$ cat src/sv/vse_pkg.sv
package vse_pkg;

   localparam int MAX_DIM_DEFAULT = 128;
   localparam int CFG_W           = 8;
   localparam int POS_W           = 7;
   localparam int COUNT_W         = 21;
   localparam int CSR_AW          = 4;
   localparam int CSR_DW          = 32;

   localparam logic [CFG_W-1:0] SIZE_RESET = 8'd128;

   typedef enum logic [1:0] {
      REG_SIZE_X = 2'd0,
      REG_SIZE_Y = 2'd1,
      REG_SIZE_Z = 2'd2
   } csr_reg_type;

   // per-voxel control decoded at the scan position
   typedef struct packed {
      logic judge;       // interior voxel, produces a result
      logic vol_end;     // last voxel of the volume, count restarts after it
      logic last_voxel;  // result for the last interior voxel
   } scan_ctl_type;

endpackage

$ cat src/sv/vse_csr.sv
module vse_csr #(
   parameter int MAX_DIM = vse_pkg::MAX_DIM_DEFAULT
) (
   input  logic                          clock,
   input  logic                          reset,
   input  logic                          psel,
   input  logic                          penable,
   input  logic                          pwrite,
   input  logic [vse_pkg::CSR_AW-1:0]    paddr,
   input  logic [vse_pkg::CSR_DW-1:0]    pwdata,
   output logic [vse_pkg::CSR_DW-1:0]    prdata,
   output logic                          pready,
   output logic                          restart,
   output logic [$clog2(MAX_DIM+1)-1:0]  eff_x,
   output logic [$clog2(MAX_DIM+1)-1:0]  eff_y,
   output logic [$clog2(MAX_DIM+1)-1:0]  eff_z
);

   import vse_pkg::*;

   localparam int DW = $clog2(MAX_DIM+1);

   logic [CFG_W-1:0] size_x_ff, size_x_in;
   logic [CFG_W-1:0] size_y_ff, size_y_in;
   logic [CFG_W-1:0] size_z_ff, size_z_in;
   logic             wr;
   csr_reg_type      idx;

   // extents are used clamped to 3..MAX_DIM
   function automatic logic [DW-1:0] clamp_size(input logic [CFG_W-1:0] v);
      logic [31:0] w;
      w = 32'(v);
      if (w < 32'd3) begin
         clamp_size = DW'(3);
      end else if (w > 32'(MAX_DIM)) begin
         clamp_size = DW'(MAX_DIM);
      end else begin
         clamp_size = DW'(w);
      end
   endfunction

   assign pready = 1'b1;
   assign wr     = psel && penable && pwrite;
   assign idx    = csr_reg_type'(paddr[CSR_AW-1:2]);

   always_comb begin
      size_x_in = size_x_ff;
      size_y_in = size_y_ff;
      size_z_in = size_z_ff;
      restart   = 1'b0;
      if (wr) begin
         case (idx)
            REG_SIZE_X: begin
               size_x_in = pwdata[CFG_W-1:0];
               restart   = 1'b1;
            end
            REG_SIZE_Y: begin
               size_y_in = pwdata[CFG_W-1:0];
               restart   = 1'b1;
            end
            REG_SIZE_Z: begin
               size_z_in = pwdata[CFG_W-1:0];
               restart   = 1'b1;
            end
            default: begin
               restart = 1'b0;
            end
         endcase
      end
   end

   always_comb begin
      case (idx)
         REG_SIZE_X: prdata = CSR_DW'(size_x_ff);
         REG_SIZE_Y: prdata = CSR_DW'(size_y_ff);
         REG_SIZE_Z: prdata = CSR_DW'(size_z_ff);
         default:    prdata = '0;
      endcase
   end

   always_ff @(posedge clock) begin
      if (reset) begin
         size_x_ff <= SIZE_RESET;
         size_y_ff <= SIZE_RESET;
         size_z_ff <= SIZE_RESET;
      end else begin
         size_x_ff <= size_x_in;
         size_y_ff <= size_y_in;
         size_z_ff <= size_z_in;
      end
   end

   assign eff_x = clamp_size(size_x_ff);
   assign eff_y = clamp_size(size_y_ff);
   assign eff_z = clamp_size(size_z_ff);

endmodule

$ cat config.mk
export PLATFORM = sky130hd
export DESIGN_NAME = vse_csr
export DESIGN_NICKNAME = d
export VERILOG_FILES = /design/src/sv/vse_pkg.sv /design/src/sv/vse_csr.sv
export SDC_FILE = /design/constraint.sdc
export NUM_CORES = 1
export LEC_CHECK = 0
export BUFFER_PORTS_ARGS = -buffer_cell sky130_fd_sc_hd__buf_2
export CAP_MARGIN = 20
export CORE_UTILIZATION = 35
export DETAILED_ROUTE_END_ITERATION = 7
export GPL_TIMING_DRIVEN = 0
export PLACE_DENSITY_LB_ADDON = 0.3
export SLEW_MARGIN = 10
export SYNTH_ARGS = -nofsm -noshare
export SYNTH_HDL_FRONTEND = slang
export SYNTH_SLANG_ARGS = --single-unit
$ cat constraint.sdc
create_clock -name clock -period 1.25 [get_ports clock]
set_input_delay 0 -clock clock [delete_from_list [all_inputs] [get_ports clock]]
set_output_delay 0 -clock clock [all_outputs]
set_load 0.02 [all_outputs]
=== Word-level counts from Yosys, hierarchy flattened ===
Cells that the tools add are included.

* Magnitude comparators: 6
* Eq/ne operators: 2
* Multiplexer cells: 9
* Reductions and logical operators: 7

{| class="wikitable"
|+ Operators by type and width
! kind !! number
|-
| 8-bit 2-to-1 mux || 6
|-
| 8-bit > comparator, second input constant || 3
|-
| 8-bit by 2-bit less-than comparator with 1-bit output, second input constant || 3
|-
| 8-bit one-hot mux with 3 select lines || 1
|-
| 2-bit AND reduction || 3
|-
| 3-bit OR reduction || 1
|-
| 2-bit by 1-bit == test with 1-bit output, second input constant || 1
|-
| 2-bit == test, second input constant || 1
|-
| 1-bit logical AND || 2
|-
| 2-bit zero test || 1
|-
| 1-bit 2-to-1 mux || 2
|}

* Register bits: 24
* Input bits: 41
* Output and inout bits: 58
* Word-level logic and storage cells: 27

=== Logic depth before layout (Yosys ltp) ===
* Depth in word-level cells: 4
* Gate-level depth with buffers: 4
* Depth with buffers taken out: 3

=== Worst setup path after synthesis ===
No wires, ideal clock.

* Kind: register -> output
* Start point: register size_y_ff[7]
* End point: output prdata[7] (netlist name)
* Data arrival time: 1138 ps
* Data required time: 1250 ps
* Setup slack: 112 ps
* Stages on the path, launching flop included: 4
* Path buffers: 1
* Cells stage by stage: dfxtp_1 clkbuf_1 mux2i_1 o21ai_0

* Word-level cells in the longest chain between the ends: 1

{| class="wikitable"
|+ RTL lines
! element !! RTL line !! source
|-
| start: declaration || vse_csr.sv:24 || <nowiki>logic [CFG_W-1:0] size_y_ff, size_y_in;</nowiki>
|-
| start signal: assignment || vse_csr.sv:88 || <nowiki>size_y_ff <= size_y_in;</nowiki>
|-
| 8-bit one-hot mux with 3 select lines || vse_csr.sv:73 || <nowiki>case (idx)</nowiki>
|-
| end: declaration || vse_csr.sv:11 || <nowiki>output logic [vse_pkg::CSR_DW-1:0] prdata,</nowiki>
|}

Every way passes these cells.

=== Worst setup path in the final report ===
* Start point: register size_x_ff[5]
* End point: output eff_x[0]

* Word-level cells in the longest chain between the ends: 3
* Elaborated cells between the ends (all ways): 4
* Those cells by class: 2 x order compare; 2 x mux

{| class="wikitable"
|+ RTL lines
! element !! RTL line !! source
|-
| start: declaration || vse_csr.sv:23 || <nowiki>logic [CFG_W-1:0] size_x_ff, size_x_in;</nowiki>
|-
| start signal: assignment || vse_csr.sv:87 || <nowiki>size_x_ff <= size_x_in;</nowiki>
|-
| 8-bit > comparator || vse_csr.sv:35 || <nowiki>end else if (w > 32'(MAX_DIM)) begin</nowiki>
|-
| 8-bit 2-to-1 mux || vse_csr.sv:35 ||
|-
| 8-bit 2-to-1 mux (*) || vse_csr.sv:33 || <nowiki>if (w < 32'd3) begin</nowiki>
|-
| end: declaration || vse_csr.sv:14 || <nowiki>output logic [$clog2(MAX_DIM+1)-1:0] eff_x,</nowiki>
|}

Every way passes the cells marked *; elsewhere a longest branch is shown, timed or not.

==> flow_summary.yaml <==
timing:
  rsz0062_at_grt: "yes"
  maxSlewHeadroom: 0.527
  max_freq_mhz: 846
  whs_ns: 0.0118
  worst_pin_slew_ns: 0.706
  skew_ns: 0
  finalCriticalPeriod_ns: 1.18
  setup_viol: 0
  drv_slew: 0
  setup_slack_ns: 0.0684
  hold_viol: 0
  period_share: 0.945
power:
  vdd_ir_drop_max_mv: 0.590
  powerDensity_nw_per_um2: 799
  finalPower_w: 0.00162
  cellLeakagePower_nw: 1.04
routing:
  dr_total_vias: 1319
  antenna_left: 0
  drc: 0
  avgViaCountPerCell: 4.31
  wirelength_mm: 3.50
  wl_per_cell_um: 11.4
  drt-initial-drc-count: 21
  first_pass_iters: 4
clock_tree:
  cts_buffers: 3
  cts_tree: "built"
  clock_latency_ns: 0.27
  cts_htree_levels: 1
  path_clk_slew_ns: 0.09
  root_buffer: "clkbuf_8"
  hold_buffers: 0
  cts_setup_buffers: 0
  clockBufferDepth: 2
  cts.sink_count: 24
setup_path:
  slowest_stage: "dfxtp_2"
  r2r_setup_slack_ns: 0.44
  reg2reg_to: "size_z_ff[7]"
  path_class: "flip-flop to primary output"
  cp-end-kind: "primary output"
  setup.worst_path.start: "size_x_ff[5]"
  cpLargestDelayFamily: "flip-flops"
  crit_required_ns: 1.25
  path_max_fanout: 4
  crit_cells: 4
  max_stage_delay_ns: 0.37
  arrival_ns: 1.18
  cp-start-kind: "flip-flop"
  rr_worst_depth: 2
  path_cells: "nor3_4 > a21oi_1 > nor2_1 > buf_2"
  path_buf_inv: 1
  r2r_start: "size_z_ff[7]"
  crit_end: "eff_x[0]"
yosys:
  yosysSeqAreaShare: 0.309
  synth_area_per_cell_um2: 8.40
  synth-edff-count: 0
  yosysTopAreaCell: "dfxtp_1"
  syn_inst: 185
  synth_seq_cells: 24
  async_flop_share: 0
  synth_ff_type: "dfxtp_1"
  synth_top_area_share: 0.309
  synth.most_common_cell: "mux2i_1"
  synth_area_leaders: "dfxtp_1, mux2i_1, buf_4"
  ys_types: 19
  yosysWarnings: 0
  ys_top_cells_by_count: "mux2i_1, nand2b_1, buf_4"
  synth_area_um2: 1550
placed_design:
  portBuffers: 47
  place.gp.congestion: 0.812
  dp.final_hpwl_mm: 2.78
  dpl_cell_area_um2: 1940
  post-place-ws_ns: 0.0549
  placed_cells_incl_taps: 305
worst_hold_path:
  hold_path_class: "input port to flip-flop"
  holdPathStages: 3
die:
  die_w_um: 68.6
  ios: 99
  die_y_um: 68.6
  core_um2: 4140
  rows: 23
  dieArea_um2: 4710
  initial_core_util: 0.375
finish:
  final_area_um2: 2020
  area_growth_pct: 30.1
  stdcell_count: 306
  fillers: 424
  num_antenna_cells: 0
  drive_gt1_frac: 0.355
  nets: 298
grt:
  grt_pass1_vias: 1110
  grt-ovfl-total: 0
  grt_pass1_wl_mm: 5.31
  grt_use_total: 0.156
  antenna_found_initial: 0
  grt_max_degree: 14
run:
  drv_cap: 0
run_status:
  status: "finished, final reports clean"
-- metrics by stage --
step / setup TNS (ns) / util
floorplan: 0 / -
global placement: 0 / 0.468
detailed placement: 0 / 0.468
CTS: 0 / 0.481
global route: -0.0220 / 0.488
finish: 0 / 0.488
-- worst min path at each step --
stage	to	slack, ns	startpoint
after global routing	size_z_ff[7]	0.01	pwdata[7]
after CTS	size_y_ff[7]	0.01	pwdata[7]
after detailed placement	size_y_ff[7]	0.30	pwdata[7]
after floorplan	size_y_ff[7]	0.18	pwdata[7]
final	size_y_ff[7]	0.01	pwdata[7]
after global placement	size_y_ff[7]	0.29	pwdata[7]
-- flip-flops by register name, indices dropped and copies added (netlist names) --
register   count
size_z_ff      8
size_y_ff      8
size_x_ff      8
-- placed cells by master, fill, tap and decap left out, types with 2 or more instances in the layout --
cell | netlist | routed
clkbuf_8 | 0 | 4
buf_2 | 0 | 45
nor2_1 | 13 | 13
dfxtp_4 | 0 | 2
buf_4 | 27 | 29
conb_1 | 2 | 25
nand2_1 | 8 | 8
clkbuf_1 | 10 | 7
nor2b_1 | 16 | 16
mux2i_1 | 32 | 32
o21ai_0 | 8 | 7
dfxtp_1 | 24 | 17
nor3_2 | 1 | 3
a21oi_1 | 7 | 7
nand2b_1 | 28 | 28
dfxtp_2 | 0 | 5
-- report_power, final --
part / internal [W] / switching, W
Sequential: 0.000770 / 0.0000131
Combinational: 0.000129 / 0.000166
Clock: 0.000282 / 0.000255
-- layer usage --
layer,global-route usage,share of wire,up-vias,wire length (um)
met3,0.0345,0.068,4,239
li1,-,-,692,-
met4,0.0391,0.0071,0,25
met2,0.257,0.46,48,1630
met1,0.203,0.46,575,1610
met5,0,0,-,0
-- cells by family after synthesis --
family	count (synthesis)	share of synthesized area
other	2	0.00483
DFF	24	0.309
and+or+nand+nor	74	0.270
buffers and inverters	38	0.162
AOI/OAI and AO/OA	15	0.0483
muxes	32	0.206
-- tightest hold or removal path: cells and delay by family --
kind                   cells  cell delay, ns
and+or+nand+nor            1            0.06
muxes                      1            0.11
buffers and inverters      1            0.07
-- area by class of cell --
| cell class | count | area (um2) | area share |
|---|---|---|---|
| tap | 50 | 62.6 | 0.0309 |
| buffer | 35 | 240 | 0.119 |
| clock buffer | 4 | 55.1 | 0.0272 |
| multi-input combinational | 146 | 930 | 0.460 |
| timing repair buffer | 47 | 240 | 0.119 |
| sequential | 24 | 494 | 0.244 |
-- what timing repair did --
item                       4_1_cts  5_1_grt
setup endpoints to repair        5        8
pin swaps                        1        2
resized for setup                4       12
(Power assumes the default switching activity.)
