[src/sv/vse_pkg.sv]
package vse_pkg;

   localparam int MAX_DIM_DEFAULT = 128;
   localparam int CFG_W           = 8;
   localparam int POS_W           = 7;
   localparam int COUNT_W         = 21;
   localparam int CSR_AW          = 4;
   localparam int CSR_DW          = 32;

   localparam logic [CFG_W-1:0] SIZE_RESET = 8'd128;

   typedef enum logic [1:0] {
      REG_SIZE_X = 2'd0,
      REG_SIZE_Y = 2'd1,
      REG_SIZE_Z = 2'd2
   } csr_reg_type;

   // per-voxel control decoded at the scan position
   typedef struct packed {
      logic judge;       // interior voxel, produces a result
      logic vol_end;     // last voxel of the volume, count restarts after it
      logic last_voxel;  // result for the last interior voxel
   } scan_ctl_type;

endpackage

[src/sv/vse_scan.sv]
module vse_scan #(
   parameter int MAX_DIM = vse_pkg::MAX_DIM_DEFAULT
) (
   input  logic                            clock,
   input  logic                            reset,
   input  logic                            restart,
   input  logic                            accept,
   input  logic [$clog2(MAX_DIM+1)-1:0]    size_x,
   input  logic [$clog2(MAX_DIM+1)-1:0]    size_y,
   input  logic [$clog2(MAX_DIM+1)-1:0]    size_z,
   output logic [$clog2(MAX_DIM)-1:0]      pos_x,
   output logic [$clog2(MAX_DIM)-1:0]      pos_y,
   output logic [$clog2(MAX_DIM)-1:0]      pos_z,
   output vse_pkg::scan_ctl_type           ctl,
   output logic [2*$clog2(MAX_DIM)-1:0]    addr_here,
   output logic [2*$clog2(MAX_DIM)-1:0]    addr_next,
   output logic [2*$clog2(MAX_DIM)-1:0]    addr_yp,
   output logic [2*$clog2(MAX_DIM)-1:0]    addr_ym
);

   import vse_pkg::*;

   localparam int DW = $clog2(MAX_DIM+1);
   localparam int PW = $clog2(MAX_DIM);

   logic [PW-1:0] x_ff, x_in;
   logic [PW-1:0] y_ff, y_in;
   logic [PW-1:0] z_ff, z_in;
   logic [DW-1:0] x_dw, y_dw, z_dw;
   logic          x_end, y_end, z_end;
   logic [PW-1:0] nx, ny, nz;

   assign x_dw = DW'(x_ff);
   assign y_dw = DW'(y_ff);
   assign z_dw = DW'(z_ff);

   assign z_end = z_dw >= size_z - DW'(1);
   assign y_end = y_dw >= size_y - DW'(1);
   assign x_end = x_dw >= size_x - DW'(1);

   always_comb begin
      nz = z_end ? '0 : z_ff + PW'(1);
      ny = y_ff;
      nx = x_ff;
      if (z_end) begin
         ny = y_end ? '0 : y_ff + PW'(1);
         if (y_end) begin
            nx = x_end ? '0 : x_ff + PW'(1);
         end
      end
   end

   always_comb begin
      ctl.judge      = (x_dw >= DW'(2)) && (y_ff != '0) && (y_dw < size_y - DW'(1)) &&
                       (z_ff != '0) && (z_dw < size_z - DW'(1));
      ctl.vol_end    = z_end && y_end && x_end;
      ctl.last_voxel = (x_dw == size_x - DW'(1)) && (y_dw == size_y - DW'(2)) &&
                       (z_dw == size_z - DW'(2));
   end

   // entries are addressed {y, z}; off-row neighbours wrap, only used for interior voxels
   assign addr_here = {y_ff, z_ff};
   assign addr_next = {ny, nz};
   assign addr_yp   = {y_ff + PW'(1), z_ff};
   assign addr_ym   = {y_ff - PW'(1), z_ff};

   assign x_in = accept ? nx : x_ff;
   assign y_in = accept ? ny : y_ff;
   assign z_in = accept ? nz : z_ff;

   always_ff @(posedge clock) begin
      if (reset || restart) begin
         x_ff <= '0;
         y_ff <= '0;
         z_ff <= '0;
      end else begin
         x_ff <= x_in;
         y_ff <= y_in;
         z_ff <= z_in;
      end
   end

   assign pos_x = x_ff;
   assign pos_y = y_ff;
   assign pos_z = z_ff;

endmodule

[config.mk]
export PLATFORM = sky130hd
export DESIGN_NAME = vse_scan
export DESIGN_NICKNAME = d
export VERILOG_FILES = /design/src/sv/vse_pkg.sv /design/src/sv/vse_scan.sv
export SDC_FILE = /design/constraint.sdc
export NUM_CORES = 1
export LEC_CHECK = 0
export BUFFER_PORTS_ARGS = -buffer_cell sky130_fd_sc_hd__buf_4
export CAP_MARGIN = 10
export CORE_UTILIZATION = 30
export DETAILED_ROUTE_END_ITERATION = 16
export SETUP_SLACK_MARGIN = 0.3
export SYNTH_ARGS = -nofsm -noshare
export SYNTH_HDL_FRONTEND = slang
export SYNTH_SLANG_ARGS = --single-unit
[constraint.sdc]
create_clock -name clock -period 3.3 [get_ports clock]
set_input_delay 0.33 -clock clock [delete_from_list [all_inputs] [get_ports clock]]
set_output_delay 0.33 -clock clock [all_outputs]
set_load 0.01 [all_outputs]
After elaboration in Yosys (flattened, before gate mapping)
Index checks and enable logic that the tools add are counted.
{"block": "word_totals", "ramBits": 0, "latchBits": 0, "out_inout_bits": 80, "rom_bits": 0, "n_memories": 0, "ff_bits": 21}
{"block": "classes", "n_reduce_logical": 12, "muxes": 4, "div_mod_pow": 0, "order_cmp": 6, "n_eq_ne": 3, "multipliers": 0, "add_sub_neg": 9, "shift": 0, "bitwise": 0}
{"operator": "2-to-1 mux 7 bit", "count": 4}
{"operator": "equality test 7 x 8 -> 1 bit", "count": 3}
{"operator": "greater-or-equal comparator 7 x 8 -> 1 bit", "count": 3}
{"operator": "subtractor 8 x 1 -> 8 bit, second input constant", "count": 3}
{"operator": "adder 7 x 1 -> 7 bit, second input constant", "count": 3}
{"operator": "< comparator 7 x 8 -> 1 bit", "count": 2}
{"operator": "subtractor 8 x 2 -> 8 bit, second input constant", "count": 2}
{"operator": "nonzero test 7 bit", "count": 2}
{"operator": "logical AND 1 bit", "count": 8}
{"operator": "greater-or-equal comparator 7 x 2 -> 1 bit, second input constant", "count": 1}
{"operator": "subtractor 7 x 1 -> 7 bit, second input constant", "count": 1}
{"operator": "AND reduction 3 bit", "count": 1}
{"operator": "logical OR 1 bit", "count": 1}

Longest topological paths before layout
{"block": "depth", "ltp_word": 5, "depth_mapped": 14}

Worst setup path before layout
No wires, ideal clock.
{"block": "synth_path", "path_kind": "input port to output port", "start": "input size_z[1]", "end": "output addr_next[7]", "n_path_buf": 2, "path_stages": 14, "required_ps": 2970, "t_arrival_ps": 2781, "setup_slack_ps": 189, "cell_sequence": "inv_1 > ha_1 > a21boi_1 > nand2_1 > xor2_1 > ha_1 > a21o_1 > a21oi_1 > o21ai_0 > nand2_1 > clkbuf_1 > clkbuf_1 > nand2_1 > o21ai_0"}
{"block": "synth_between", "elab_chain_cells": 3}
{"element": "from (decl)", "line": "vse_scan.sv:10", "rtl": "input logic [$clog2(MAX_DIM+1)-1:0] size_z,"}
{"element": "subtractor 8 x 1 -> 8 bit", "line": "vse_scan.sv:37", "rtl": "assign z_end = z_dw >= size_z - DW'(1);"}
{"element": "greater-or-equal comparator 7 x 8 -> 1 bit", "line": "vse_scan.sv:37"}
{"element": "2-to-1 mux 7 bit", "line": "vse_scan.sv:45", "rtl": "if (z_end) begin"}
{"element": "to (decl)", "line": "vse_scan.sv:16", "rtl": "output logic [2*$clog2(MAX_DIM)-1:0] addr_next,"}
Every way passes these cells.

Worst setup path after layout
{"block": "layout_path", "start": "input size_y[2]", "end": "output addr_next[9]"}
{"block": "layout_between", "elab_chain_cells": 4}
{"element": "from (decl)", "line": "vse_scan.sv:9", "rtl": "input logic [$clog2(MAX_DIM+1)-1:0] size_y,"}
{"element": "subtractor 8 x 1 -> 8 bit", "line": "vse_scan.sv:38", "rtl": "assign y_end = y_dw >= size_y - DW'(1);"}
{"element": "greater-or-equal comparator 7 x 8 -> 1 bit", "line": "vse_scan.sv:38"}
{"element": "2-to-1 mux 7 bit", "line": "vse_scan.sv:46", "rtl": "ny = y_end ? '0 : y_ff + PW'(1);"}
{"element": "2-to-1 mux 7 bit", "line": "vse_scan.sv:45"}
Every way passes these cells.

==> impl_metrics.ini <==
[status]
outcome = completed

[logic_synthesis]
synth_area_leaders = ha_1 14%, dfxtp_1 14%, buf_4 7.1%, xnor2_1 6.3%, xor2_1 6.0%
synthArstFlopShare = 0
syn_area_per_cell_sq_um = 7.50
mappedNetlistArea_sq_um = 3060
syn-instance-count = 408
yosysWarnings = 0
synth_flop_cell = dfxtp_1
synth.distinct_cells = 57
synthesis.nets = 471
ys_ff_latch = 21
yosysMostFrequentCell = nand2_1
synth_top_area_share = 0.143
ys_seq_area_frac = 0.137
synthTopCellsByCount = 36 x nand2_1, 35 x ha_1, 29 x buf_4
synth_edf_count = 0
yosysTopAreaCell = ha_1

[cts]
cts_root_buf = clkbuf_8
cts_buffer_depth = 2
clk_pin_slew_ns = 0.09
cts_htree_levels = 1
cts_tree = yes
cts.sink_count = 21
cts_hold_buf = 0
clock_latency_ns = 0.26
cts_buffers = 3

[placement]
place.gp.congestion = 0.854
dp_hpwl_microns = 7290
place_ws_ns = 0.00228
dp_cells = 617
port_buffers = 107

[setup_path]
crit_required_ns = 2.97
setup.worst_path.class = input pin to output pin
crit_fanout = 6
start_kind = input pin
cp_data_arrival_time_ns = 2.68
cp-end-kind = output pin

[sta]
tns_ns = 0
rsz0062_at_grt = yes
max_freq_mhz = 332
maxSlewViolCount = 0
worst_pin_slew_ns = 0.586
slew_headroom = 0.604
finalHoldViolCount = 0
final.setup_skew_ns = 0.00373
setup_viol = 0
fin_ws_ns = 0.291
min_period_ns = 3.01
fin_crit_sh = 0.912

[layout]
diodes = 0
final_cells = 645
fin_nets = 576
fillerInstances = 982
drive_gt1_frac = 0.395
syn2layout_area_growth_pct = 40.9

[global_routing]
antenna_found_initial = 0
overflow = 0
grt_use_total = 0.177
grt_pass1_wl_microns = 14800
grt_pass1_vias = 3006
grt_max_degree = 22

[drt]
wl_per_cell_microns = 15.2
drcViolationCount = 0
postRouteAntennaNets = 0
drt_first_pass_iters = 4
vias_per_cell = 5.20
drt_iter0_markers = 135
routed-via-count = 3356
wirelength_microns = 9780

[floorplanning]
die_w_microns = 103
io_pins = 108
die_h_microns = 103
rows = 36
start_util = 0.312
coreArea_sq_um = 9820
die-area_sq_um = 10600

[hold_path]
hold_class = input pin to flop

[pwr]
total_power_uw = 653
peakVddDrop_mv = 0.180
p_leak_nw = 1.96
p_per_area_nw_per_um2 = 152

[job]
cap_viol_max_count = 0
-- critical path, stage by stage --
cell and delay [ns]:
buf_6 0.12, inv_4 0.06, ha_4 0.13, nor3b_4 0.18, nand2_1 0.09, xor2_1 0.18
ha_1 0.33, a21o_1 0.22, a221oi_4 0.30, o21ai_2 0.12, and2_4 0.22, o21ai_2 0.14
o2bb2ai_2 0.12, buf_4 0.13
-- path summary, 6_finish.rpt --
| path | start | to | slack [ns] | cells after the start |
|---|---|---|---|---|
| setup / recovery | size_y[2] | addr_next[9] | 0.29 | 14 |
| setup reg to reg | pos_z[5] | pos_z[6] | 0.96 | 7 |
| hold reg to reg | pos_x[6] | pos_x[6] | 0.57 | 2 |
| hold / removal | accept | pos_z[1] | 0.42 | 3 |
-- sequential cells by signal (all words and copies together), names as in the netlist --
| register | count |
|---|---|
| pos_y | 7 |
| pos_x | 7 |
| pos_z | 7 |
-- routing by layer --
| layer | share of wire | GRT usage | wire (microns) | vias up |
|---|---|---|---|---|
| li1 | - | - | - | 1636 |
| met1 | 0.43 | 0.225 | 4220 | 1575 |
| met2 | 0.50 | 0.313 | 4840 | 129 |
| met3 | 0.058 | 0.0237 | 569 | 16 |
| met4 | 0.015 | 0.0423 | 145 | 0 |
| met5 | 0 | 0 | 0 | - |
-- metrics by stage --
stage	hold slack [ns]	instance area, sq um	utilization
finish	0.419	4310	0.439
global placement	0.553	3840	0.391
floorplan	0.526	3070	-
CTS	0.416	4040	0.412
detailed placement	0.564	3840	0.391
global route	0.430	4310	0.439
-- layout by cell type, fill, tap and decap left out, types with 4 or more instances in the layout --
cell and n:
a21o_1 5, a21oi_1 20, a31oi_1 6, and3_1 4
buf_4 142, buf_6 6, dfxtp_1 21, ha_1 33
inv_1 16, nand2_1 33, nand2b_1 4, nand3_1 20
nand3b_1 6, nand4_1 6, nor2_1 21, nor3_1 11
o21a_1 4, o21ai_0 15, o21ai_2 5, xnor2_1 21
xor2_1 21
-- power by group --
part	internal, mW	leakage [nW]	total [mW]	switching, mW
sequential	0.254	0.169	0.254	0.000425
clock	0.0843	0.0255	0.179	0.0944
combinational	0.106	1.77	0.220	0.114
total	0.444	1.96	0.653	0.209
-- what timing repair did --
| action | CTS | global route |
|---|---|---|
| gates cloned | 0 | 1 |
| pin swaps | 5 | 21 |
| buffers inserted | 15 | 8 |
| resized for setup | 15 | 40 |
| endpoints found under the setup margin | 15 | 18 |
-- logic make-up after synthesis --
kind of cell    synth area share
xor+xnor                   0.123
buf+inv                    0.138
mux                      0.00654
flops                      0.137
simple gates               0.263
compound gates             0.189
fa+ha+maj                  0.143
-- layout make-up --
cell class	instances	area [sq um]	share of cell area
multi-input cells	317	2430	0.563
repair buffers	150	1170	0.271
flip-flops and latches	21	420	0.0975
well taps	133	166	0.0386
inverters	20	80.1	0.0186
clock buffers	3	41.3	0.00958
clock inverters	1	5.00	0.00116
No activity file was read; power rests on OpenSTA's default activity.
