File: config.mk
export PLATFORM = sky130hd
export DESIGN_NAME = vse_stencil
export DESIGN_NICKNAME = d
export VERILOG_FILES = /design/src/sv/vse_pkg.sv /design/src/sv/vse_stencil.sv
export SDC_FILE = /design/constraint.sdc
export NUM_CORES = 1
export LEC_CHECK = 0
export BUFFER_PORTS_ARGS = -buffer_cell sky130_fd_sc_hd__buf_2
export CORE_MARGIN = 2
export CORE_UTILIZATION = 42
export CTS_BUF_LIST = sky130_fd_sc_hd__clkbuf_4
export CTS_CLUSTER_DIAMETER = 200
export DETAILED_ROUTE_END_ITERATION = 7
export PLACE_DENSITY = 0.69
export SLEW_MARGIN = 20
export SYNTH_ARGS = -nofsm -noshare
export SYNTH_HDL_FRONTEND = slang
export SYNTH_SLANG_ARGS = --single-unit
File: constraint.sdc
create_clock -name clock -period 2.22 [get_ports clock]
set_input_delay 0.111 -clock clock [delete_from_list [all_inputs] [get_ports clock]]
set_output_delay 0.111 -clock clock [all_outputs]
set_load 0.005 [all_outputs]
File: src/sv/vse_pkg.sv
package vse_pkg;

   localparam int MAX_DIM_DEFAULT = 128;
   localparam int CFG_W           = 8;
   localparam int POS_W           = 7;
   localparam int COUNT_W         = 21;
   localparam int CSR_AW          = 4;
   localparam int CSR_DW          = 32;

   localparam logic [CFG_W-1:0] SIZE_RESET = 8'd128;

   typedef enum logic [1:0] {
      REG_SIZE_X = 2'd0,
      REG_SIZE_Y = 2'd1,
      REG_SIZE_Z = 2'd2
   } csr_reg_type;

   // per-voxel control decoded at the scan position
   typedef struct packed {
      logic judge;       // interior voxel, produces a result
      logic vol_end;     // last voxel of the volume, count restarts after it
      logic last_voxel;  // result for the last interior voxel
   } scan_ctl_type;

endpackage

File: src/sv/vse_stencil.sv
module vse_stencil #(
   parameter int MAX_DIM = vse_pkg::MAX_DIM_DEFAULT
) (
   input  logic                            clock,
   input  logic                            reset,
   input  logic                            restart,
   input  logic                            accept,
   output logic                            s1_ready,
   input  logic                            cur,
   input  vse_pkg::scan_ctl_type           ctl,
   input  logic [$clog2(MAX_DIM)-1:0]      pos_x,
   input  logic [$clog2(MAX_DIM)-1:0]      pos_y,
   input  logic [$clog2(MAX_DIM)-1:0]      pos_z,
   input  logic [2*$clog2(MAX_DIM)-1:0]    addr_here,
   input  logic                            hi_zp,
   input  logic                            hi_yp,
   input  logic                            lo_old,
   input  logic                            lo_ym,
   output logic                            wr_en,
   output logic [2*$clog2(MAX_DIM)-1:0]    wr_addr,
   output logic                            hi_wdata,
   output logic                            lo_wdata,
   output logic                            rsp_valid,
   input  logic                            rsp_ready,
   output logic                            is_surface,
   output logic [vse_pkg::POS_W-1:0]       out_x,
   output logic [vse_pkg::POS_W-1:0]       out_y,
   output logic [vse_pkg::POS_W-1:0]       out_z,
   output logic [vse_pkg::COUNT_W-1:0]     surface_count,
   output logic                            end_of_volume
);

   import vse_pkg::*;

   localparam int PW = $clog2(MAX_DIM);
   localparam int AW = 2*PW;

   logic               s1_valid_ff, s1_valid_in;
   logic               s1_cur_ff;
   scan_ctl_type       s1_ctl_ff;
   logic [PW-1:0]      s1_x_ff, s1_y_ff, s1_z_ff;
   logic [AW-1:0]      s1_addr_ff;
   logic               ctr_ff;       // center bit, newer plane
   logic               zm_ff;        // z-1 neighbour, newer plane
   logic [COUNT_W-1:0] total_ff, total_in;
   logic               rsp_valid_ff, rsp_valid_in;
   logic               surf_ff;
   logic [POS_W-1:0]   rx_ff, ry_ff, rz_ff;
   logic [COUNT_W-1:0] cnt_ff;
   logic               eov_ff;
   logic               s1_advance;
   logic               empty_nb;
   logic               surf;
   logic [COUNT_W-1:0] count_new;
   logic               load_rsp;

   assign s1_advance = s1_valid_ff && (!rsp_valid_ff || rsp_ready);
   assign s1_ready   = !s1_valid_ff || s1_advance;
   assign load_rsp   = s1_advance && s1_ctl_ff.judge;

   assign empty_nb  = !s1_cur_ff || !lo_old || !hi_zp || !zm_ff || !hi_yp || !lo_ym;
   assign surf      = s1_ctl_ff.judge && ctr_ff && empty_nb;
   assign count_new = total_ff + COUNT_W'(surf);

   always_comb begin
      s1_valid_in = s1_valid_ff;
      if (accept) begin
         s1_valid_in = 1'b1;
      end else if (s1_advance) begin
         s1_valid_in = 1'b0;
      end
   end

   always_comb begin
      total_in = total_ff;
      if (restart) begin
         total_in = '0;
      end else if (s1_advance) begin
         total_in = s1_ctl_ff.vol_end ? '0 : count_new;
      end
   end

   always_comb begin
      rsp_valid_in = rsp_valid_ff;
      if (load_rsp) begin
         rsp_valid_in = 1'b1;
      end else if (rsp_ready) begin
         rsp_valid_in = 1'b0;
      end
   end

   always_ff @(posedge clock) begin
      if (reset) begin
         s1_valid_ff  <= 1'b0;
         total_ff     <= '0;
         rsp_valid_ff <= 1'b0;
      end else begin
         s1_valid_ff  <= s1_valid_in;
         total_ff     <= total_in;
         rsp_valid_ff <= rsp_valid_in;
      end
   end

   always_ff @(posedge clock) begin
      if (accept) begin
         s1_cur_ff  <= cur;
         s1_ctl_ff  <= ctl;
         s1_x_ff    <= pos_x;
         s1_y_ff    <= pos_y;
         s1_z_ff    <= pos_z;
         s1_addr_ff <= addr_here;
      end
      if (s1_advance) begin
         ctr_ff <= hi_zp;
         zm_ff  <= ctr_ff;
      end
      if (load_rsp) begin
         surf_ff <= surf;
         rx_ff   <= POS_W'(s1_x_ff - PW'(1));
         ry_ff   <= POS_W'(s1_y_ff);
         rz_ff   <= POS_W'(s1_z_ff);
         cnt_ff  <= count_new;
         eov_ff  <= s1_ctl_ff.last_voxel;
      end
   end

   // arriving bit goes to the newer plane, the old center moves to the older one
   assign wr_en    = s1_advance;
   assign wr_addr  = s1_addr_ff;
   assign hi_wdata = s1_cur_ff;
   assign lo_wdata = ctr_ff;

   assign rsp_valid     = rsp_valid_ff;
   assign is_surface    = surf_ff;
   assign out_x         = rx_ff;
   assign out_y         = ry_ff;
   assign out_z         = rz_ff;
   assign surface_count = cnt_ff;
   assign end_of_volume = eov_ff;

endmodule

## After elaboration in Yosys (flattened, before gate mapping)

Cells that the tools add are included.

| cells by class | value |
|---|---|
| mux-type cells | 5 |
| add/subtract/negate cells | 2 |
| reduce and logical (&&, ||, !) cells | 22 |

Operators with widths:

| operator | number |
|---|---|
| 21-bit by 1-bit adder with 21-bit output | 1 |
| 21-bit two-way mux | 1 |
| 1-bit zero test | 8 |
| 1-bit logical OR | 7 |
| 7-bit by 1-bit subtractor with 7-bit output, second input constant | 1 |
| 1-bit logical AND | 4 |
| 1-bit two-way mux | 4 |
| 2-bit nonzero test | 2 |
| 2-bit OR reduction | 1 |

| storage, ports and cells | value |
|---|---|
| input bits | 48 |
| flip-flop bits (word level) | 108 |
| word-level logic and storage cells | 48 |
| output and inout port bits | 63 |

## Logic depth before layout (Yosys ltp)

Gate-level depths: netlist (run 1).

| depth | value |
|---|---|
| word-level depth | 9 |
| gate-level depth with buffers | 9 |
| gate-level depth less buffers | 8 |

## Least setup slack after synthesis (run 1)

OpenSTA, ideal clock, no wires.

| timing path | value |
|---|---|
| path type | reg-to-reg |
| start point | register s1_cur_ff (netlist: hi_wdata) |
| end point | register total_ff[10] |
| library setup time | 127 ps |
| period minus slack after synthesis | 2354 ps |
| setup slack | -134 ps |
| path buffers | 1 |
| cell stages (with the launch flop) | 10 |
| required time | 2093 ps |
| arrival time | 2227 ps |
| cells stage by stage | edfxtp_1 > and4_1 > a31oi_1 > ha_1 > ha_1 > and4_1 > buf_2 > nand4_1 > and4_1 > or3_1 |

| on the way | value |
|---|---|
| cells in the longest elaborated chain, start to end | 9 |

RTL lines:

| element | RTL line | text |
|---|---|---|
| from (decl) | vse_stencil.sv:39 | `logic s1_cur_ff;` |
| from (signal assigned) | vse_stencil.sv:106 | `s1_cur_ff <= cur;` |
| 1-bit zero test | vse_stencil.sv:61 | `assign empty_nb = !s1_cur_ff \|\| !lo_old \|\| !hi_zp \|\| !zm_ff \|\| !hi_yp \|\| !lo_ym;` |
| 1-bit logical OR (5 in series) | vse_stencil.sv:61 |  |
| 1-bit logical AND | vse_stencil.sv:62 | `assign surf = s1_ctl_ff.judge && ctr_ff && empty_nb;` |
| net surf | vse_stencil.sv:53 | `logic surf;` |
| 21-bit by 1-bit adder with 21-bit output | vse_stencil.sv:63 | `assign count_new = total_ff + COUNT_W'(surf);` |
| 21-bit two-way mux | vse_stencil.sv:79 | `total_in = s1_ctl_ff.vol_end ? '0 : count_new;` |
| to (signal assigned) | vse_stencil.sv:99 | `total_ff <= total_in;` |
| to (decl) | vse_stencil.sv:45 | `logic [COUNT_W-1:0] total_ff, total_in;` |

The timed path passes the listed nets, and every way through them passes these cells.
A chain may end at the register's enable or synchronous reset.

## Final worst setup path (run 1)

| timing path | value |
|---|---|
| start point | register s1_cur_ff (netlist: hi_wdata) |
| end point | register total_ff[20] |

The elaborated chain is that of the path after synthesis.

==> run summary, run 1 <==
Slew headroom - 42.8%
Min Hold Slack - 0.0867 ns
M2 GR Usage - 27.7%
Share of cells above drive strength 1 - 34.9%
Met3 Usage GRT - 4.17%
Die Y - 103 µm
Endpoints failing setup - 2
Clock sinks - 108
Core Util, Final - 57.8%
Synth Cell Area - 0.00413 mm²
Post-synthesis sequential area ratio - 72.9%
Hold Path Stages - 3
Most common cell after layout, fill and taps aside - buf_2
Unrepaired setup endpoints after global routing - true
Initial Util - 42.7%
Hold endpoint - total_ff[6]$_SDFFE_PP0P_
Tcrit/Tclk final - 101%
Die extent in x - 103 µm
Met1 global-route usage - 20.2%
Total core area - 0.00968 mm²
R2R depth - 9
# rows - 36
Clock Skew - 0.0164 ns
Fin. max-slew vios - 0
Largest net degree at the start of global routing - 41
Routed Antenna Nets - 0
Total GRT Usage - 16.4%
R2r setup slk - -0.02 ns
Worst Min Path Start - restart
IO Pins - 111
Clock Tree Buf Depth - 2
Root buf cell - clkbuf_4
Violated checks - negative setup slack
Most Crowded Layer GR - met2
DRT Pass-1 Iters - 4
Critical Path AT - 2.63 ns
Pwr/cell area - 622 mW/mm²
Worst Tran Pin Value - 0.858 ns
Post-Route WL - 8590 µm
Total vias in the final route - 2958
N_diodes - 0
Initial antenna violation count - 0
HP Class - input pin to register
Via-per-instance ratio - 4.88
Layout Cells excl Fill - 606
Net count after synthesis - 344
Worst setup EP type - register
DP Worst Slack - -0.143 ns
CP Class - register to register
H-tree depth - 3
Die area - 0.0107 mm²
Max-cap viol count - 0
Outcome - complete, but fails checks
Fin worst setup slack - -0.0217 ns
Skew-Pair Late Insertion Delay - 0.45 ns
Initial drt markers - 187
Distinct cell type count after synthesis - 36
Fin. Hold Viols - 0
GP Congestion - 0.840
CTS Buf Count - 9
RR Startpoint - hi_wdata$_DFFE_PP_
Number of global-route vias before repair - 2771
#FFs+latches synth - 108
Placed cells - 543
Area Overhead vs Synth - 35.4%
Max IR drop VDD - 0.000408 V
F_max - 0.446 GHz
Post-DR wirelength/cell - 14.2 µm
DR DRC count - 0
Congestion Overflow GR - 0
Placed wire-length estimate - 5680 µm
CTS tree - done
Mapped Cells - 293
Reg2reg end - total_ff[20]$_SDFFE_PP0P_
Nets - 519
Required @ worst endpoint - 2.61 ns
Buffers on Ports - 110
Critical path startpoint category - register
Final min period - 2.24 ns
First-pass GRT wire length - 13200 µm
Post-Syn Area per Cell - 14.1 µm²
Leak Pwr - 2.21 nW
Most frequent cells in the layout - buf_2 (111), edfxtp_1 (85), dlygate4sd3_1 (43), buf_4 (24), dfxtp_1 (23)
Yosys warns - 0
Clk slew on worst S/H paths - 0.17 ns
CP max FO - 5
-- what timing repair did --
action | CTS | global route
resized for setup | 5 | 3
gates cloned | 1 | 0
buffers inserted | 2 | 1
pin swaps | 13 | 7
hold buffers | 43 | 0
endpoints found under the setup margin | 7 | 23
hold endpoints to repair | 42 | 0
-- power by group --
| group | switching, mW | leakage (nW) | total, mW | internal (mW) |
|---|---|---|---|---|
| sequential | 0.0266 | 1.02 | 2.30 | 2.27 |
| clock | 0.657 | 0.0699 | 0.923 | 0.266 |
| combinational | 0.121 | 1.11 | 0.259 | 0.138 |
| total | 0.805 | 2.21 | 3.48 | 2.68 |
-- how the worst max path moves through the flow --
stage / start / endpoint / slack, ns / cells past startpoint
floorplan: hi_wdata$_DFFE_PP_ / total_ff[10]$_SDFFE_PP0P_ / -0.002 / 9
global placement: hi_wdata$_DFFE_PP_ / total_ff[20]$_SDFFE_PP0P_ / -0.01 / 9
detailed placement: zm_ff$_DFFE_PP_ / total_ff[14]$_SDFFE_PP0P_ / -0.14 / 9
CTS: hi_wdata$_DFFE_PP_ / total_ff[20]$_SDFFE_PP0P_ / -0.02 / 9
global route: hi_wdata$_DFFE_PP_ / total_ff[20]$_SDFFE_PP0P_ / -0.15 / 9
finish: hi_wdata$_DFFE_PP_ / total_ff[20]$_SDFFE_PP0P_ / -0.02 / 9
-- per-stage QoR --
stage	total power, mW	area, µm²	TNS, ns
after global routing	3.63	5600	-1.14
after detailed placement	2.54	4980	-0.433
final	3.48	5600	-0.0278
after floorplan	2.41	4150	-0.00246
after CTS	3.52	5580	-0.0397
after global placement	2.53	4980	-0.0114
-- routing by layer --
| metal | up-vias | wire length, µm |
|---|---|---|
| li1 | 1456 | - |
| met1 | 1412 | 3610 |
| met2 | 76 | 4450 |
| met3 | 14 | 362 |
| met4 | 0 | 170 |
| met5 | - | 0 |
-- cell families (layout without fill, tap and decap cells) --
kind of cell,Yosys count,in the layout,synth area share (%)
buffers and inverters,22,202,2.36
adders and majority gates,3,3,0.908
xor gates and xnor gates,24,24,5.08
DFF,108,108,72.9
AOI/OAI and AO/OA,44,44,6.63
and+or+nand+nor,92,92,12.1
-- worst max-delay path, cell delays in order (launching register included) --
cell      delay [ns]
edfxtp_1        0.42
and4_1          0.19
a31oi_2         0.17
ha_2            0.26
ha_4            0.14
and4_4          0.23
buf_6           0.12
nand4_1         0.10
or4_1           0.42
a31oi_1         0.13
-- Yosys cell counts --
cell type / number / area, µm²
nand2_1: 21 / 78.8
and4_1: 4 / 35.0
nand4_1: 6 / 37.5
inv_1: 6 / 22.5
or3_1: 7 / 43.8
clkbuf_8: 1 / 13.8
buf_2: 3 / 15.0
nand3_1: 10 / 50.1
xor2_1: 12 / 105
a21oi_1: 13 / 65.1
a31oi_1: 10 / 62.6
xnor2_1: 12 / 105
ha_1: 3 / 37.5
nand4b_1: 1 / 8.76
nor2b_1: 1 / 6.26
o211ai_1: 6 / 45.0
nor3_1: 4 / 20.0
a32o_1: 1 / 10.0
dfxtp_1: 23 / 460
and2_1: 2 / 12.5
or2_2: 1 / 6.26
a211o_1: 1 / 8.76
and3_1: 7 / 43.8
clkbuf_2: 1 / 5.00
and4_2: 1 / 10.0
a41oi_1: 4 / 35.0
nand2b_1: 1 / 6.26
clkbuf_1: 11 / 41.3
or4_1: 7 / 52.6
nand4_2: 1 / 12.5
nor2_1: 15 / 56.3
a22oi_1: 1 / 7.51
edfxtp_1: 85 / 2550
nand3b_1: 2 / 15.0
nor4_1: 1 / 6.26
o21ai_0: 8 / 40.0
-- final cells by class --
type | count | area [µm²]
Clock buffer | 10 | 75.1
Clock inverter | 6 | 53.8
Fill cell | 789 | 4090
Inverter | 6 | 22.5
Multi-Input combinational cell | 163 | 1070
Sequential cell | 108 | 3010
Tap cell | 133 | 166
Timing Repair Buffer | 180 | 1200
-- sequential cells by signal, indices dropped and copies added, names as in the netlist, 3 cells and up --
| register | flops |
|---|---|
| surface_count | 21 |
| total_ff | 21 |
| s1_z_ff | 7 |
| out_y | 7 |
| s1_y_ff | 7 |
| out_x | 7 |
| wr_addr | 14 |
| s1_ctl_ff | 3 |
| s1_x_ff | 7 |
| out_z | 7 |
Power figures use the tool's default switching activity.
==> inputs of run 2 (changes only) <==
CORE_ASPECT_RATIO = 1.2   (was unset)
==> run summary, run 2 (synthesis gave the netlist of run 1 again) <==
Largest stage delay, worst path - 0.54 ns
Critical Path AT - 2.63 ns
Placed wire-length estimate - 5940 µm
Root buf cell - clkbuf_4
Clock sinks - 108
Die area - 0.0107 mm²
Largest net degree at the start of global routing - 46
Total GRT Usage - 18.5%
Critical path startpoint category - register
CP max FO - 6
Die extent in x - 94.6 µm
Crit-path cells - and4_1 -> a31oi_2 -> ha_2 -> buf_6 -> and2_4 -> buf_6 -> nand4_1 -> or4_4 -> a21oi_2
Min Hold Slack - 0.0812 ns
Top delay family on crit path - simple AND/OR/NAND/NOR gates
Slew headroom - 42.6%
Slowest stage cell, crit path - or4_4
Fin. max-slew vios - 0
Max IR drop VDD - 0.000521 V
Number of global-route vias before repair - 3172
DR DRC count - 0
Outcome - complete, no violations
Initial drt markers - 167
# rows - 39
DRT Pass-1 Iters - 4
Share of cells above drive strength 1 - 37.1%
Total vias in the final route - 3053
Filler cell count - 768
Required @ worst endpoint - 2.63 ns
GP Congestion - 0.830
Most common cell after layout, fill and taps aside - buf_2
CTS Buf Count - 9
Final min period - 2.21 ns
Skew-Pair Late Insertion Delay - 0.46 ns
Endpoints failing setup - 0
Setup TNS - 0 ns
Area Overhead vs Synth - 36.9%
IO Pins - 111
Crit path top cell by count - buf_6
Clock Skew - 0.0104 ns
Fin. Hold Viols - 0
Post-DR wirelength/cell - 15.9 µm
Initial Util - 43.2%
Post-Route WL - 9530 µm
Clock Tree Buf Depth - 2
Total core area - 0.00956 mm²
First-pass GRT wire length - 15100 µm
N_diodes - 0
Worst Tran Pin Value - 0.861 ns
Leak Pwr - 2.24 nW
Initial antenna violation count - 0
Buffers on Ports - 110
Tcrit/Tclk final - 99.7%
Max-cap viol count - 0
Pwr/cell area - 619 mW/mm²
HP Class - input pin to register
Worst setup EP type - register
CTS tree - done
Routed Antenna Nets - 0
Clk slew on worst S/H paths - 0.17 ns
CP Class - register to register
F_max - 0.452 GHz
Unrepaired setup endpoints after global routing - true
Nets - 523
Most frequent cells in the layout - buf_2 (110), edfxtp_1 (85), dlygate4sd3_1 (43), buf_4 (25), dfxtp_1 (23)
Congestion Overflow GR - 0
H-tree depth - 3
Via-per-instance ratio - 5.09
Die Y - 113 µm
CP bufs+invs - 2
[run 2: cell types whose count changed in the layout (fill, tap and decap cells not counted), sizes merged]
cell / change
clkinvlp: +1
clkinv: +1
buf: +4
inv: -1
clkbuf: -1
[run 2: repair_timing]
| item | CTS | global route |
|---|---|---|
| pin swaps | 18 | 14 |
| buffers inserted | 3 | 3 |
| gates cloned | 1 | 0 |
| hold buffers | 43 | 0 |
| resized for setup | 6 | 16 |
| endpoints found under the setup margin | 20 | 25 |
| endpoints found under the hold margin | 42 | 0 |
[run 2: layer usage]
metal  vias to the layer above  share of wire, %  global-route usage [%]  routed length, µm
met2                       133                51                    32.0               4900
met5                         -                 0                       0                  0
li1                       1465                 -                       -                  -
met3                        15               9.3                    6.85                886
met4                         0               1.9                    7.34                180
met1                      1440                37                    20.6               3560
[run 2: worst register-to-register path, cell delays in order, from the launching register on]
cell and delay [ns]:
edfxtp_1 0.42, and4_1 0.20, a31oi_2 0.16, ha_2 0.24
buf_6 0.10, and2_4 0.14, buf_6 0.11, nand4_1 0.14
or4_4 0.54, a21oi_2 0.12
[run 2: through the flow]
step / instances / utilization, % / power, mW / area (µm²) / setup WS (ns)
after floorplan: 293 / - / 2.41 / 4150 / -0.00246
after global placement: 535 / 52.1 / 2.54 / 4980 / -0.0292
after detailed placement: 535 / 52.1 / 2.55 / 4980 / -0.194
after CTS: 598 / 58.4 / 3.52 / 5580 / -0.0547
after global routing: 600 / 59.2 / 3.63 / 5660 / -0.105
final: 600 / 59.2 / 3.50 / 5660 / 0.00655
[run 2: area by class of cell]
type,count,area [µm²],share of cell area (%)
flip-flops and latches,108,3010,53.2
repair buffers,184,1240,22.0
multi-input cells,163,1100,19.4
well taps,123,154,2.72
clock buffers,9,67.6,1.19
clock inverters,7,58.8,1.04
inverters,6,22.5,0.398
[run 2: final timing paths]
path                        start                       end  slack (ns)  cells past startpoint
max               zm_ff$_DFFE_PP_  total_ff[9]$_SDFFE_PP0P_       0.007                      9
min                       restart  total_ff[6]$_SDFFE_PP0P_        0.08                      3
max reg2reg       zm_ff$_DFFE_PP_  total_ff[9]$_SDFFE_PP0P_       0.007                      9
min reg2reg  s1_y_ff[5]$_DFFE_PP_        out_y[5]$_DFFE_PP_        0.44                      0
[run 2: power by group]
part / total (mW) / internal [mW] / switching (mW)
logic: 0.269 / 0.139 / 0.130
registers: 2.30 / 2.27 / 0.0304
clock network: 0.930 / 0.249 / 0.682
==> inputs of run 3 (changes only) <==
--- a/config.mk
+++ b/config.mk
@@ -9,9 +9,9 @@
 export CORE_ASPECT_RATIO = 1.2
 export CORE_MARGIN = 2
-export CORE_UTILIZATION = 42
+export CORE_UTILIZATION = 49
 export CTS_BUF_LIST = sky130_fd_sc_hd__clkbuf_4
 export CTS_CLUSTER_DIAMETER = 200
 export DETAILED_ROUTE_END_ITERATION = 7
-export PLACE_DENSITY = 0.69
+export PLACE_DENSITY = 0.78
 export SLEW_MARGIN = 20
 export SYNTH_ARGS = -nofsm -noshare
==> constraint.sdc (replaced) <==
create_clock -name clock -period 2.22 [get_ports clock]
set_input_delay 0.111 -clock clock [delete_from_list [all_inputs] [get_ports clock]]
set_output_delay 0.111 -clock clock [all_outputs]
set_load 0.01 [all_outputs]
==> run summary, run 3 (synthesis gave the netlist of run 1 again) <==
FF+latch area - 0.00301 mm²
Final min period - 2.29 ns
Nets - 526
Reg2reg end - total_ff[13]$_SDFFE_PP0P_
Worst Min Path Start - restart
DR DRC count - 0
Die extent in x - 87.9 µm
Critical path startpoint category - register
Clk slew on worst S/H paths - 0.17 ns
Initial drt markers - 317
Clock Tree Buf Depth - 2
Filler cell count - 525
Die area - 0.00919 mm²
M2 GR Usage - 37.6%
Required @ worst endpoint - 2.63 ns
H-tree depth - 3
Most Crowded Layer GR - met2
Unrepaired setup endpoints after global routing - true
Placed cells - 521
Tcrit/Tclk final - 103%
CTS Buf Count - 9
Via-per-instance ratio - 5.21
R2R depth - 9
Initial antenna violation count - 1
Root buf cell - clkbuf_4
Most frequent cells in the layout - buf_2 (110), edfxtp_1 (85), dlygate4sd3_1 (45), buf_4 (26), dfxtp_1 (23)
Met1 global-route usage - 22.5%
Placed wire-length estimate - 5530 µm
Placed inst area - 0.00493 mm²
Max-cap viol count - 0
Violated checks - negative setup slack
Worst setup EP type - register
GP Congestion - 0.829
Fin. max-slew vios - 0
Share of cells above drive strength 1 - 36.9%
Final Cell Area - 0.00570 mm²
Fin worst setup slack - -0.0688 ns
R2r setup slk - -0.07 ns
Number of global-route vias before repair - 3129
Endpoints failing setup - 14
Slew headroom - 42.1%
RR Startpoint - hi_wdata$_DFFE_PP_
DP Worst Slack - -0.0509 ns
Total GRT Usage - 20.9%
Area Overhead vs Synth - 38.0%
CP Class - register to register
Buffers on Ports - 110
Post-Route WL - 9590 µm
Fin. Hold Viols - 0
Core Util, Final - 70.0%
Largest net degree at the start of global routing - 41
Congestion Overflow GR - 0
DRT Pass-1 Iters - 5
Routed Antenna Nets - 0
Clock Skew - 0.0240 ns
Skew-Pair Late Insertion Delay - 0.48 ns
Pwr/cell area - 625 mW/mm²
Die Y - 105 µm
Initial Util - 50.7%
Area of the multi-input gates - 0.00110 mm²
Critical Path AT - 2.70 ns
CP max FO - 5
Clock sinks - 108
Total core area - 0.00815 mm²
Worst Tran Pin Value - 0.868 ns
Hold Path Stages - 3
Leak Pwr - 2.28 nW
IO Pins - 111
Met3 Usage GRT - 5.06%
# rows - 36
Max IR drop VDD - 0.000456 V
First-pass GRT wire length - 14500 µm
Outcome - complete, but fails checks
Layout Cells excl Fill - 595
Most common cell after layout, fill and taps aside - buf_2
HP Class - input pin to register
Hold endpoint - total_ff[6]$_SDFFE_PP0P_
F_max - 0.437 GHz
Total vias in the final route - 3102
CTS tree - done
Post-DR wirelength/cell - 16.1 µm
[run 3: changes by cell type in the layout (fill, tap and decap cells not counted), sizes merged]
cell / delta
diode: +1
clkinvlp: -1
inv: +1
buf: +1
dlygate4sd3: +2
[run 3: worst max path at each step]
stage | from | end | slack (ns)
6_report | hi_wdata$_DFFE_PP_ | total_ff[13]$_SDFFE_PP0P_ | -0.07
5_1_grt | hi_wdata$_DFFE_PP_ | total_ff[20]$_SDFFE_PP0P_ | -0.19
4_1_cts | hi_wdata$_DFFE_PP_ | total_ff[20]$_SDFFE_PP0P_ | -0.01
3_5_place_dp | zm_ff$_DFFE_PP_ | total_ff[14]$_SDFFE_PP0P_ | -0.05
3_3_place_gp | zm_ff$_DFFE_PP_ | total_ff[20]$_SDFFE_PP0P_ | 0.05
2_1_floorplan | hi_wdata$_DFFE_PP_ | total_ff[10]$_SDFFE_PP0P_ | -0.008
[run 3: repair_timing]
action	in CTS	in global routing
resized for setup	4	17
endpoints found under the hold margin	43	0
hold buffers	45	0
setup endpoints to repair	2	29
pin swaps	17	20
gates cloned	1	0
setup buffers	5	9
[run 3: where the power goes]
part | internal (mW) | total (mW) | switching [mW]
Combinational | 0.138 | 0.279 | 0.140
Clock | 0.273 | 0.977 | 0.704
Sequential | 2.27 | 2.31 | 0.0337
Total | 2.68 | 3.56 | 0.878
[run 3: cell type report]
class / instances / area share [%]
tap: 114 / 2.50
multi-input combinational: 163 / 19.4
clock buffer: 9 / 1.18
sequential: 108 / 52.8
clock inverter: 7 / 1.36
antenna: 1 / 0.0439
timing repair buffer: 187 / 22.3
inverter: 6 / 0.395
[run 3: metal layers]
layer  part of all wire [%]  vias up  wire (µm)
li1                       -     1472          -
met1                     36     1461       3410
met2                     55      144       5300
met3                    6.7       25        640
met4                    2.5        0        243
met5                      0        -          0
[run 3: critical path: stages, from the launching register on]
cell and delay [ns]:
edfxtp_1 0.43, and4_1 0.20, a31oi_2 0.19, ha_2 0.26, buf_6 0.11, and2_4 0.14
nand4_1 0.13, buf_6 0.18, or4_1 0.46, a31oi_1 0.13
[run 3: metrics by stage]
| step | power [mW] | hold slack [ns] | setup TNS, ns |
|---|---|---|---|
| floorplan | 2.43 | 0.183 | -0.00807 |
| global placement | 2.54 | 0.288 | 0 |
| detailed placement | 2.56 | 0.289 | -0.0829 |
| CTS | 3.57 | 0.0636 | -0.0392 |
| global route | 3.68 | 0.0953 | -2.73 |
| finish | 3.56 | 0.0891 | -0.564 |
